File: src/hw/rtl/tst_pkg.sv
// Shared types, constants and sizes of the translator session table.
`timescale 1ns / 1ps

package tst_pkg;

    localparam int TABLE_DEPTH = 1024;
    localparam int ADDR_W      = $clog2(TABLE_DEPTH);
    localparam int SLOT_W      = $clog2(TABLE_DEPTH + 1);
    localparam int CNT_W       = SLOT_W;
    localparam int EXP_W       = 11;
    localparam int CFG_IDX_W   = 2;
    localparam int CFG_DATA_W  = 32;

    localparam logic [2:0] MODE_FIND6   = 3'd0;
    localparam logic [2:0] MODE_FIND4   = 3'd1;
    localparam logic [2:0] MODE_INSERT  = 3'd2;
    localparam logic [2:0] MODE_REFRESH = 3'd3;
    localparam logic [2:0] MODE_TICK    = 3'd4;

    localparam logic [1:0] ST_OK     = 2'd0;
    localparam logic [1:0] ST_NF     = 2'd1;
    localparam logic [1:0] ST_NOADDR = 2'd2;
    localparam logic [1:0] ST_FULL   = 2'd3;

    localparam logic [CFG_IDX_W-1:0] CFG_NET    = 2'd0;
    localparam logic [CFG_IDX_W-1:0] CFG_PREFIX = 2'd1;
    localparam logic [CFG_IDX_W-1:0] CFG_TTL    = 2'd2;

    typedef struct packed {
        logic [2:0]  mode;
        logic [63:0] ipv6_high;
        logic [63:0] ipv6_low;
        logic [31:0] ipv4_query;
    } t_req;

    typedef struct packed {
        logic [1:0]       status;
        logic [31:0]      mapped_ipv4;
        logic [63:0]      found_ipv6_high;
        logic [63:0]      found_ipv6_low;
        logic [EXP_W-1:0] expired_count;
    } t_res;

    typedef struct packed {
        logic        valid;
        logic [15:0] ttl;
        logic [31:0] ipv4;
        logic [63:0] ipv6_high;
        logic [63:0] ipv6_low;
    } t_entry;

    typedef enum logic [1:0] {
        KEY_V6,
        KEY_V4Q,
        KEY_CAND
    } t_key_src;

    typedef enum logic [2:0] {
        RC_FOUND,
        RC_NEW,
        RC_NF,
        RC_NOADDR,
        RC_FULL,
        RC_TICK
    } t_res_code;

    typedef struct packed {
        logic      load_req;
        logic      div_start;
        t_key_src  div_src;
        logic      idx_clr;
        logic      idx_inc;
        logic      idx_key;
        logic      idx_step;
        logic      use_v4;
        logic      slot_rd;
        logic      slot_zero;
        logic      clr_all;
        logic      ent_rd_idx;
        logic      ent_rd_slot;
        logic      ent_age;
        logic      ent_refresh;
        logic      ent_commit;
        logic      bm_clr;
        logic      bm_fill;
        logic      bm_rd;
        logic      off_clr;
        logic      off_inc;
        logic      free_clr;
        logic      free_upd;
        logic      exp_clr;
        logic      latch_s4;
        logic      latch_s6;
        logic      res_load;
        t_res_code res_code;
    } t_cmd;

    typedef struct packed {
        logic       div_done;
        logic       cnt_full;
        logic       slot_hit;
        logic       slot_empty;
        logic       ent_match;
        logic       ent_valid;
        logic       idx_last;
        logic       off_end;
        logic       bm_bit;
        logic       cand_over;
        logic       free_found;
        logic [2:0] mode;
    } t_sts;

endpackage

File: src/hw/rtl/tst_ctrl.sv
// Controller: sequences clearing, lookups, inserts and aging over the datapath.
`timescale 1ns / 1ps

module tst_ctrl (
    input  logic          i_clk,
    input  logic          i_rst_n,
    input  logic          i_req_valid,
    output logic          o_req_stall,
    output logic          o_res_valid,
    input  logic          i_res_stall,
    output tst_pkg::t_cmd o_cmd,
    input  tst_pkg::t_sts i_sts
);

    typedef enum logic [4:0] {
        S_CLEAR,
        S_IDLE,
        S_DISP,
        S_KEY,
        S_P_SLOT,
        S_P_WAIT,
        S_P_ENT,
        S_BM_CLR,
        S_FILL_RD,
        S_FILL_CK,
        S_SCAN_RD,
        S_SCAN_CK,
        S_CAND,
        S_E_SLOT,
        S_E_WAIT,
        S_COMMIT,
        S_AGE_RD,
        S_AGE_CK,
        S_SW_RD,
        S_SW_SLOT,
        S_SW_ENT,
        S_FINISH
    } t_state;

    t_state              r_state, n_state;
    logic                r_v4, n_v4;
    logic                r_ins, n_ins;
    logic                r_refresh, n_refresh;
    tst_pkg::t_res_code  r_code, n_code;
    logic                r_res_valid;

    always_comb begin
        n_state   = r_state;
        n_v4      = r_v4;
        n_ins     = r_ins;
        n_refresh = r_refresh;
        n_code    = r_code;
        o_cmd     = '0;
        o_cmd.use_v4   = r_v4;
        o_cmd.res_code = r_code;
        o_cmd.div_src  = tst_pkg::KEY_V6;

        unique case (r_state) inside
            S_CLEAR: begin
                o_cmd.clr_all = 1'b1;
                if (i_sts.idx_last) begin
                    o_cmd.idx_clr = 1'b1;
                    n_state = S_IDLE;
                end else begin
                    o_cmd.idx_inc = 1'b1;
                end
            end
            S_IDLE: begin
                if (i_req_valid) begin
                    o_cmd.load_req = 1'b1;
                    n_state = S_DISP;
                end
            end
            S_DISP: begin
                o_cmd.idx_clr  = 1'b1;
                o_cmd.free_clr = 1'b1;
                o_cmd.exp_clr  = 1'b1;
                n_ins     = 1'b0;
                n_refresh = 1'b0;
                unique case (i_sts.mode) inside
                    tst_pkg::MODE_FIND6, tst_pkg::MODE_REFRESH: begin
                        o_cmd.div_start = 1'b1;
                        n_v4      = 1'b0;
                        n_refresh = (i_sts.mode == tst_pkg::MODE_REFRESH);
                        n_state   = S_KEY;
                    end
                    tst_pkg::MODE_FIND4: begin
                        o_cmd.div_start = 1'b1;
                        o_cmd.div_src   = tst_pkg::KEY_V4Q;
                        n_v4    = 1'b1;
                        n_state = S_KEY;
                    end
                    tst_pkg::MODE_INSERT: begin
                        n_ins   = 1'b1;
                        n_state = S_BM_CLR;
                    end
                    tst_pkg::MODE_TICK: begin
                        n_state = S_AGE_RD;
                    end
                    default: begin
                        n_code  = tst_pkg::RC_NF;
                        n_state = S_FINISH;
                    end
                endcase
            end
            S_KEY: begin
                if (i_sts.div_done) begin
                    o_cmd.idx_key = 1'b1;
                    n_state = r_ins ? S_E_SLOT : S_P_SLOT;
                end
            end
            S_P_SLOT: begin
                if (i_sts.cnt_full) begin
                    n_code  = tst_pkg::RC_NF;
                    n_state = S_FINISH;
                end else begin
                    o_cmd.slot_rd = 1'b1;
                    n_state = S_P_WAIT;
                end
            end
            S_P_WAIT: begin
                if (i_sts.slot_hit) begin
                    o_cmd.ent_rd_slot = 1'b1;
                    n_state = S_P_ENT;
                end else begin
                    o_cmd.idx_step = 1'b1;
                    n_state = S_P_SLOT;
                end
            end
            S_P_ENT: begin
                if (i_sts.ent_match) begin
                    o_cmd.ent_refresh = r_refresh;
                    n_code  = tst_pkg::RC_FOUND;
                    n_state = S_FINISH;
                end else begin
                    o_cmd.idx_step = 1'b1;
                    n_state = S_P_SLOT;
                end
            end
            S_BM_CLR: begin
                o_cmd.bm_clr = 1'b1;
                if (i_sts.idx_last) begin
                    o_cmd.idx_clr = 1'b1;
                    n_state = S_FILL_RD;
                end else begin
                    o_cmd.idx_inc = 1'b1;
                end
            end
            S_FILL_RD: begin
                o_cmd.ent_rd_idx = 1'b1;
                n_state = S_FILL_CK;
            end
            S_FILL_CK: begin
                o_cmd.bm_fill  = 1'b1;
                o_cmd.free_upd = 1'b1;
                if (i_sts.idx_last) begin
                    o_cmd.off_clr = 1'b1;
                    n_state = S_SCAN_RD;
                end else begin
                    o_cmd.idx_inc = 1'b1;
                    n_state = S_FILL_RD;
                end
            end
            S_SCAN_RD: begin
                if (i_sts.off_end) begin
                    n_state = S_CAND;
                end else begin
                    o_cmd.bm_rd = 1'b1;
                    n_state = S_SCAN_CK;
                end
            end
            S_SCAN_CK: begin
                if (i_sts.bm_bit) begin
                    o_cmd.off_inc = 1'b1;
                    n_state = S_SCAN_RD;
                end else begin
                    n_state = S_CAND;
                end
            end
            S_CAND: begin
                if (i_sts.cand_over) begin
                    n_code  = tst_pkg::RC_NOADDR;
                    n_state = S_FINISH;
                end else if (!i_sts.free_found) begin
                    n_code  = tst_pkg::RC_FULL;
                    n_state = S_FINISH;
                end else begin
                    o_cmd.div_start = 1'b1;
                    o_cmd.div_src   = tst_pkg::KEY_CAND;
                    n_v4    = 1'b1;
                    n_state = S_KEY;
                end
            end
            S_E_SLOT: begin
                if (i_sts.cnt_full) begin
                    n_code  = tst_pkg::RC_FULL;
                    n_state = S_FINISH;
                end else begin
                    o_cmd.slot_rd = 1'b1;
                    n_state = S_E_WAIT;
                end
            end
            S_E_WAIT: begin
                if (i_sts.slot_empty) begin
                    if (r_v4) begin
                        o_cmd.latch_s4  = 1'b1;
                        o_cmd.div_start = 1'b1;
                        n_v4    = 1'b0;
                        n_state = S_KEY;
                    end else begin
                        o_cmd.latch_s6 = 1'b1;
                        n_state = S_COMMIT;
                    end
                end else begin
                    o_cmd.idx_step = 1'b1;
                    n_state = S_E_SLOT;
                end
            end
            S_COMMIT: begin
                o_cmd.ent_commit = 1'b1;
                n_code  = tst_pkg::RC_NEW;
                n_state = S_FINISH;
            end
            S_AGE_RD: begin
                o_cmd.ent_rd_idx = 1'b1;
                n_state = S_AGE_CK;
            end
            S_AGE_CK: begin
                o_cmd.ent_age = 1'b1;
                if (i_sts.idx_last) begin
                    o_cmd.idx_clr = 1'b1;
                    n_v4    = 1'b1;
                    n_state = S_SW_RD;
                end else begin
                    o_cmd.idx_inc = 1'b1;
                    n_state = S_AGE_RD;
                end
            end
            S_SW_RD: begin
                o_cmd.slot_rd = 1'b1;
                n_state = S_SW_SLOT;
            end
            S_SW_SLOT, S_SW_ENT: begin
                if (r_state == S_SW_SLOT && i_sts.slot_hit) begin
                    o_cmd.ent_rd_slot = 1'b1;
                    n_state = S_SW_ENT;
                end else begin
                    // drop pointers to sessions that just expired
                    o_cmd.slot_zero = (r_state == S_SW_ENT) && !i_sts.ent_valid;
                    if (i_sts.idx_last) begin
                        if (r_v4) begin
                            o_cmd.idx_clr = 1'b1;
                            n_v4    = 1'b0;
                            n_state = S_SW_RD;
                        end else begin
                            n_code  = tst_pkg::RC_TICK;
                            n_state = S_FINISH;
                        end
                    end else begin
                        o_cmd.idx_inc = 1'b1;
                        n_state = S_SW_RD;
                    end
                end
            end
            S_FINISH: begin
                if (!r_res_valid || !i_res_stall) begin
                    o_cmd.res_load = 1'b1;
                    n_state = S_IDLE;
                end
            end
            default: n_state = S_IDLE;
        endcase
    end

    always_ff @(posedge i_clk) begin
        if (!i_rst_n) begin
            r_state     <= S_CLEAR;
            r_v4        <= 1'b0;
            r_ins       <= 1'b0;
            r_refresh   <= 1'b0;
            r_code      <= tst_pkg::RC_NF;
            r_res_valid <= 1'b0;
        end else begin
            r_state   <= n_state;
            r_v4      <= n_v4;
            r_ins     <= n_ins;
            r_refresh <= n_refresh;
            r_code    <= n_code;
            if (o_cmd.res_load) begin
                r_res_valid <= 1'b1;
            end else if (!i_res_stall) begin
                r_res_valid <= 1'b0;
            end
        end
    end

    assign o_req_stall = (r_state != S_IDLE);
    assign o_res_valid = r_res_valid;

    a_res_from_finish: assert property (@(posedge i_clk) disable iff (!i_rst_n)
        $rose(r_res_valid) |-> $past(r_state == S_FINISH))
        else $error("result raised outside finish state");

endmodule

File: config.mk
export PLATFORM = sky130hd
export DESIGN_NAME = tst_ctrl
export DESIGN_NICKNAME = d
export VERILOG_FILES = /design/src/hw/rtl/tst_pkg.sv /design/src/hw/rtl/tst_ctrl.sv
export SDC_FILE = /design/constraint.sdc
export NUM_CORES = 1
export LEC_CHECK = 0
export BUFFER_PORTS_ARGS = -buffer_cell sky130_fd_sc_hd__buf_2
export CAP_MARGIN = 25
export CORE_MARGIN = 2
export CORE_UTILIZATION = 45
export CTS_BUF_LIST = sky130_fd_sc_hd__clkbuf_8
export DETAILED_ROUTE_END_ITERATION = 12
export PLACE_DENSITY = 0.72
export RECOVER_POWER = 100
export SLEW_MARGIN = 25
export SYNTH_ARGS = -nofsm -noshare
export SYNTH_HDL_FRONTEND = slang
export SYNTH_SLANG_ARGS = --single-unit
File: constraint.sdc
create_clock -name i_clk -period 2.4 [get_ports i_clk]
set_input_delay 0.24 -clock i_clk [delete_from_list [all_inputs] [get_ports i_clk]]
set_output_delay 0.24 -clock i_clk [all_outputs]
set_load 0.02 [all_outputs]
-- After elaboration in Yosys (flattened, before gate mapping)
Index checks and enable logic that the tools add are counted.
- word-level logic and storage cells: 165
- bits of input ports: 18
- output and inout bits: 33
- register bits: 12
- multiplexer cells: 93
- eq/ne operators: 45
- reductions and logical operators: 21
- operator list (operator ; number):
    5-bit one-hot mux with 21 select lines ; 1
    5-bit 2-to-1 mux ; 12
    1-bit 2-to-1 mux ; 46
    3-bit 2-to-1 mux ; 15
    5-bit by 4-bit equality test with 1-bit output (second input constant) ; 8
    5-bit equality test (second input constant) ; 6
    2-bit != test (second input constant) ; 15
    3-bit one-hot mux with 7 select lines ; 1
    5-bit by 3-bit equality test with 1-bit output (second input constant) ; 4
    5-bit one-hot mux with 3 select lines ; 1
    2-bit 2-to-1 mux ; 6
    5-bit by 2-bit equality test with 1-bit output (second input constant) ; 2
    1-bit one-hot mux with 3 select lines ; 3
    9-bit AND reduction ; 1
    4-bit 2-to-1 mux ; 2
    1-bit one-hot mux with 2 select lines ; 4
    8-bit AND reduction ; 1
    2-bit OR reduction ; 4
    7-bit nonzero test ; 1
    3-bit by 2-bit equality test with 1-bit output (second input constant) ; 2
    3-bit OR reduction ; 2
    5-bit by 1-bit equality test with 1-bit output (second input constant) ; 1
    5-bit logical NOT ; 1
    5-bit by 1-bit != test with 1-bit output (second input constant) ; 1
    15 further kinds ; 19

-- Longest topological paths before layout
- depth in word-level cells: 5
- mapped depth: 8
- mapped depth without buffers: 6

-- Worst setup path after synthesis
No wires, ideal clock.
- path type: register to output
- start: register r_state[4]
- end: output o_cmd[26] (netlist bit)
- stages on the path, launching flop included: 8
- data arrival time: 1618 ps
- path slack: 542 ps
- path buffers: 2
- required time: 2160 ps
- path through: dfxtp_1 -> buf_2 -> buf_1 -> xor2_1 -> o32a_1 -> o22ai_1 -> nand2_1 -> nand2_1
- RTL lines (item ; RTL line ; RTL):
    from (decl) ; tst_ctrl.sv:40 ; t_state r_state, n_state;
    from (signal assigned) ; tst_ctrl.sv:284 ; r_state <= n_state;
    to (decl) ; tst_ctrl.sv:11 ; output tst_pkg::t_cmd o_cmd,

-- Worst setup path after layout
- start: register r_state[3]
- end: register r_state[1]
- cells in the longest elaborated chain, start to end: 4
- ends and longest elaborated chain (item ; RTL line ; RTL):
    5-bit equality test ; tst_ctrl.sv:244 ; if (r_state == S_SW_SLOT && i_sts.slot_hit) begin
    1-bit logical AND ; tst_ctrl.sv:244 ;
    5-bit 2-to-1 mux ; tst_ctrl.sv:244 ;
    5-bit one-hot mux with 21 select lines ; tst_ctrl.sv:58 ; unique case (r_state) inside
Several ways; a longest one is shown, not always the timed one.
A chain may end at the register's enable or synchronous reset.

==> qor.txt <==
crit path launch type = flip-flop
DR iter-0 viols = 216
WP data required = 2.55 ns
drt first pass iters = 6
gr ovfl total = 0
Tcrit/Tclk final = 98.6%
die area = 4080 um2
Core Rows = 21
Layout Cells excl Fill = 338
DP Worst Slack = 0.183 ns
fin. max-slew vios = 0
Avg Inst Size Synth = 6.87 um2
Worst Tran Pin Value = 0.557 ns
Worst slew margin = 61.9%
Via density = 6.18
CP Cell Sequence = buf_4 -> nor3_1 -> nand2_2 -> inv_1 -> a2111oi_0 -> o2111ai_1 -> a32o_1
ANT cells = 0
Clock Tree Root = clkbuf_8
top cell type by total area after synthesis = dfxtp_1
Yosys top cell area share = 14.9%
Hold Path Depth = 3
final hold vios = 0
Ports = 51
largest net degree at the start of global routing = 23
number of synthesized flops with an enable pin = 0
CTS Buf Count = 3
Synth-to-Final Area Change = 23.5%
CTS tree = yes
setup TNS = 0 ns
asr flop ratio synth = 0%
reported leakage power = 0.822 nW
DPL Wire Length = 4730 um
Total GRT Usage = 31.0%
status = finished, final reports clean
worst-path maximum fanout = 16
dpl cells = 334
ANT nets after route = 0
critical path type = flip-flop to flip-flop
Worst-path clk slew = 0.06 ns
clk_lat worst skew = 0.25 ns
fill count = 362
DIE HEIGHT = 63.9 um
Mapped Nets = 253
Worst setup EP type = flip-flop
Seq cells post-synth = 12
register area share after synthesis = 14.9%
WL final = 6170 um
first-pass GRT wire length = 9780 um
Port Buffer Count = 50
synth top area cells = dfxtp_1, nand2_1, a21oi_1
Worst Path Arrival = 2.51 ns
Setup-failing EPs final = 0
Core Region = 3390 um2
RSZ-0062 raised after global routing = false
maximum vdd ir drop = 383 uV
routability cong. = 1.06
Tmin final = 2.37 ns
Clock Path Buffers = 2
f_max = 423 MHz
Setup Buffers After CTS = 0
ratio of cells with drive above 1 in the final layout = 23.3%
nets = 311
final setup margin = 0.0342 ns
Reg2Reg Depth = 7
Cell Area, Synth = 1620 um2
Hold/Removal Path Class = input pin to flip-flop
crit-path max cell delay = 0.58 ns
cells after synthesis = 235
Ys Warns = 0
Netlist cell types = 65
WL per Instance = 18.2 um
Die W = 63.9 um
PD cells = 412 nW/um2
Max-cap violations = 0
initial antenna violation count = 0
H-tree Lvls = 1
Initial Utilization = 47.7%
TritonCTS Sinks = 12
Total Power = 822 uW
vias in the first global route = 2,012
Worst Skew = 0.00481 ns
Top FF cell, synth = dfxtp_1
# DRC = 0
vias = 2,090
Slowest cell on crit path = a2111oi_0
per-layer routing:
layer | vias up | global-route usage [%] | routed length (um)
met5 | - | 0 | 0
met4 | 0 | 18.2 | 254
met3 | 26 | 6.16 | 513
met2 | 127 | 47.9 | 2750
met1 | 955 | 39.6 | 2650
li1 | 982 | - | -
cells in the final DEF (no fill, tap or decap), types with 3 or more instances in the layout:
master    count
a211oi_1      3
a21oi_1      17
a31oi_1       3
a32o_1        3
and2_1        4
and3_1        7
buf_2        26
buf_4        21
clkbuf_1     24
clkbuf_2      3
clkbuf_8      4
dfxtp_1       9
dfxtp_2       3
inv_1        11
mux2i_1       5
nand2_1      26
nand2b_1     10
nand3_1       8
nand4_1       3
nor2_1       10
nor2b_1       9
nor3_1       10
nor3b_1       4
o211ai_1      3
o21ai_0      11
o21ai_1       4
o22ai_1       5
or4_1         3
critical path, delay by kind of cell (launching register included):
family          cells  cell delay (ns)
flops               1             0.55
buf+inv             2             0.41
simple gates        2             0.25
compound gates      3             1.06
sequential cells by signal, summed over array words and instances, names as in the netlist:
name         count
r_refresh        1
r_state          5
r_code           3
r_ins            1
r_v4             1
o_res_valid      1
cell usage after synthesis, types with 2 or more instances:
cell and number:
a211o_1 2, a211oi_1 3, a21oi_1 17, a31oi_1 3, a32o_1 3, and2_1 5
and3_1 7, buf_2 8, buf_4 7, clkbuf_1 4, dfxtp_1 12, inv_1 10
inv_2 2, mux2i_1 5, nand2_1 26, nand2b_1 10, nand3_1 8, nand4_1 2
nor2_1 10, nor2b_1 9, nor3_1 9, nor3b_1 3, nor3b_2 3, nor4_1 2
o2111ai_1 2, o211ai_1 3, o21ai_0 11, o21ai_1 4, o22ai_1 5, o32a_1 2
or3_1 2, or4_1 3
where the power goes:
group	leakage, nW	internal (mW)	switching (mW)
Sequential	0.0983	0.206	0.0275
Clock	0.0288	0.146	0.0901
Combinational	0.695	0.149	0.203
stage by stage:
step | utilization, % | hold slack (ns) | cell area (um2)
final | 58.9 | 0.268 | 2000
after CTS | 60.4 | 0.271 | 2050
after global placement | 58.6 | 0.449 | 1990
after detailed placement | 58.6 | 0.450 | 1990
after global routing | 58.9 | 0.301 | 2000
after floorplan | - | 0.402 | 1620
cell families after synthesis:
group | count (synthesis) | synth area share [%]
muxes | 6 | 4.03
DFF | 12 | 14.9
xor gates and xnor gates | 2 | 1.08
AOI/OAI and AO/OA | 70 | 29.8
buffers and inverters | 33 | 9.99
and+or+nand+nor | 112 | 40.2
area by class of cell:
| class | count | area, um2 | area share, % |
|---|---|---|---|
| timing repair buffer | 74 | 393 | 19.7 |
| sequential | 12 | 244 | 12.2 |
| clock buffer | 4 | 55.1 | 2.76 |
| inverter | 12 | 45.0 | 2.26 |
| tap | 46 | 57.6 | 2.88 |
| multi-input combinational | 190 | 1200 | 60.2 |
timing repair:
| action | in CTS | in global routing |
|---|---|---|
| hold buffers | 0 | 0 |
| resized for setup | 2 | 2 |
| setup endpoints to repair | 1 | 4 |
| endpoints found under the hold margin | 0 | 0 |
final timing paths:
check,startpoint,endpoint,slack [ns]
hold / removal,i_res_stall,o_res_valid$_SDFFE_PN0P_,0.27
setup reg to reg,r_state[3]$_SDFFE_PN0P_,r_state[1]$_SDFFE_PN0P_,0.03
hold reg to reg,r_code[2]$_SDFFE_PN0P_,r_code[2]$_SDFFE_PN0P_,0.46
setup / recovery,r_state[3]$_SDFFE_PN0P_,r_state[1]$_SDFFE_PN0P_,0.03
Note: power is estimated with default switching activity, not from simulation.
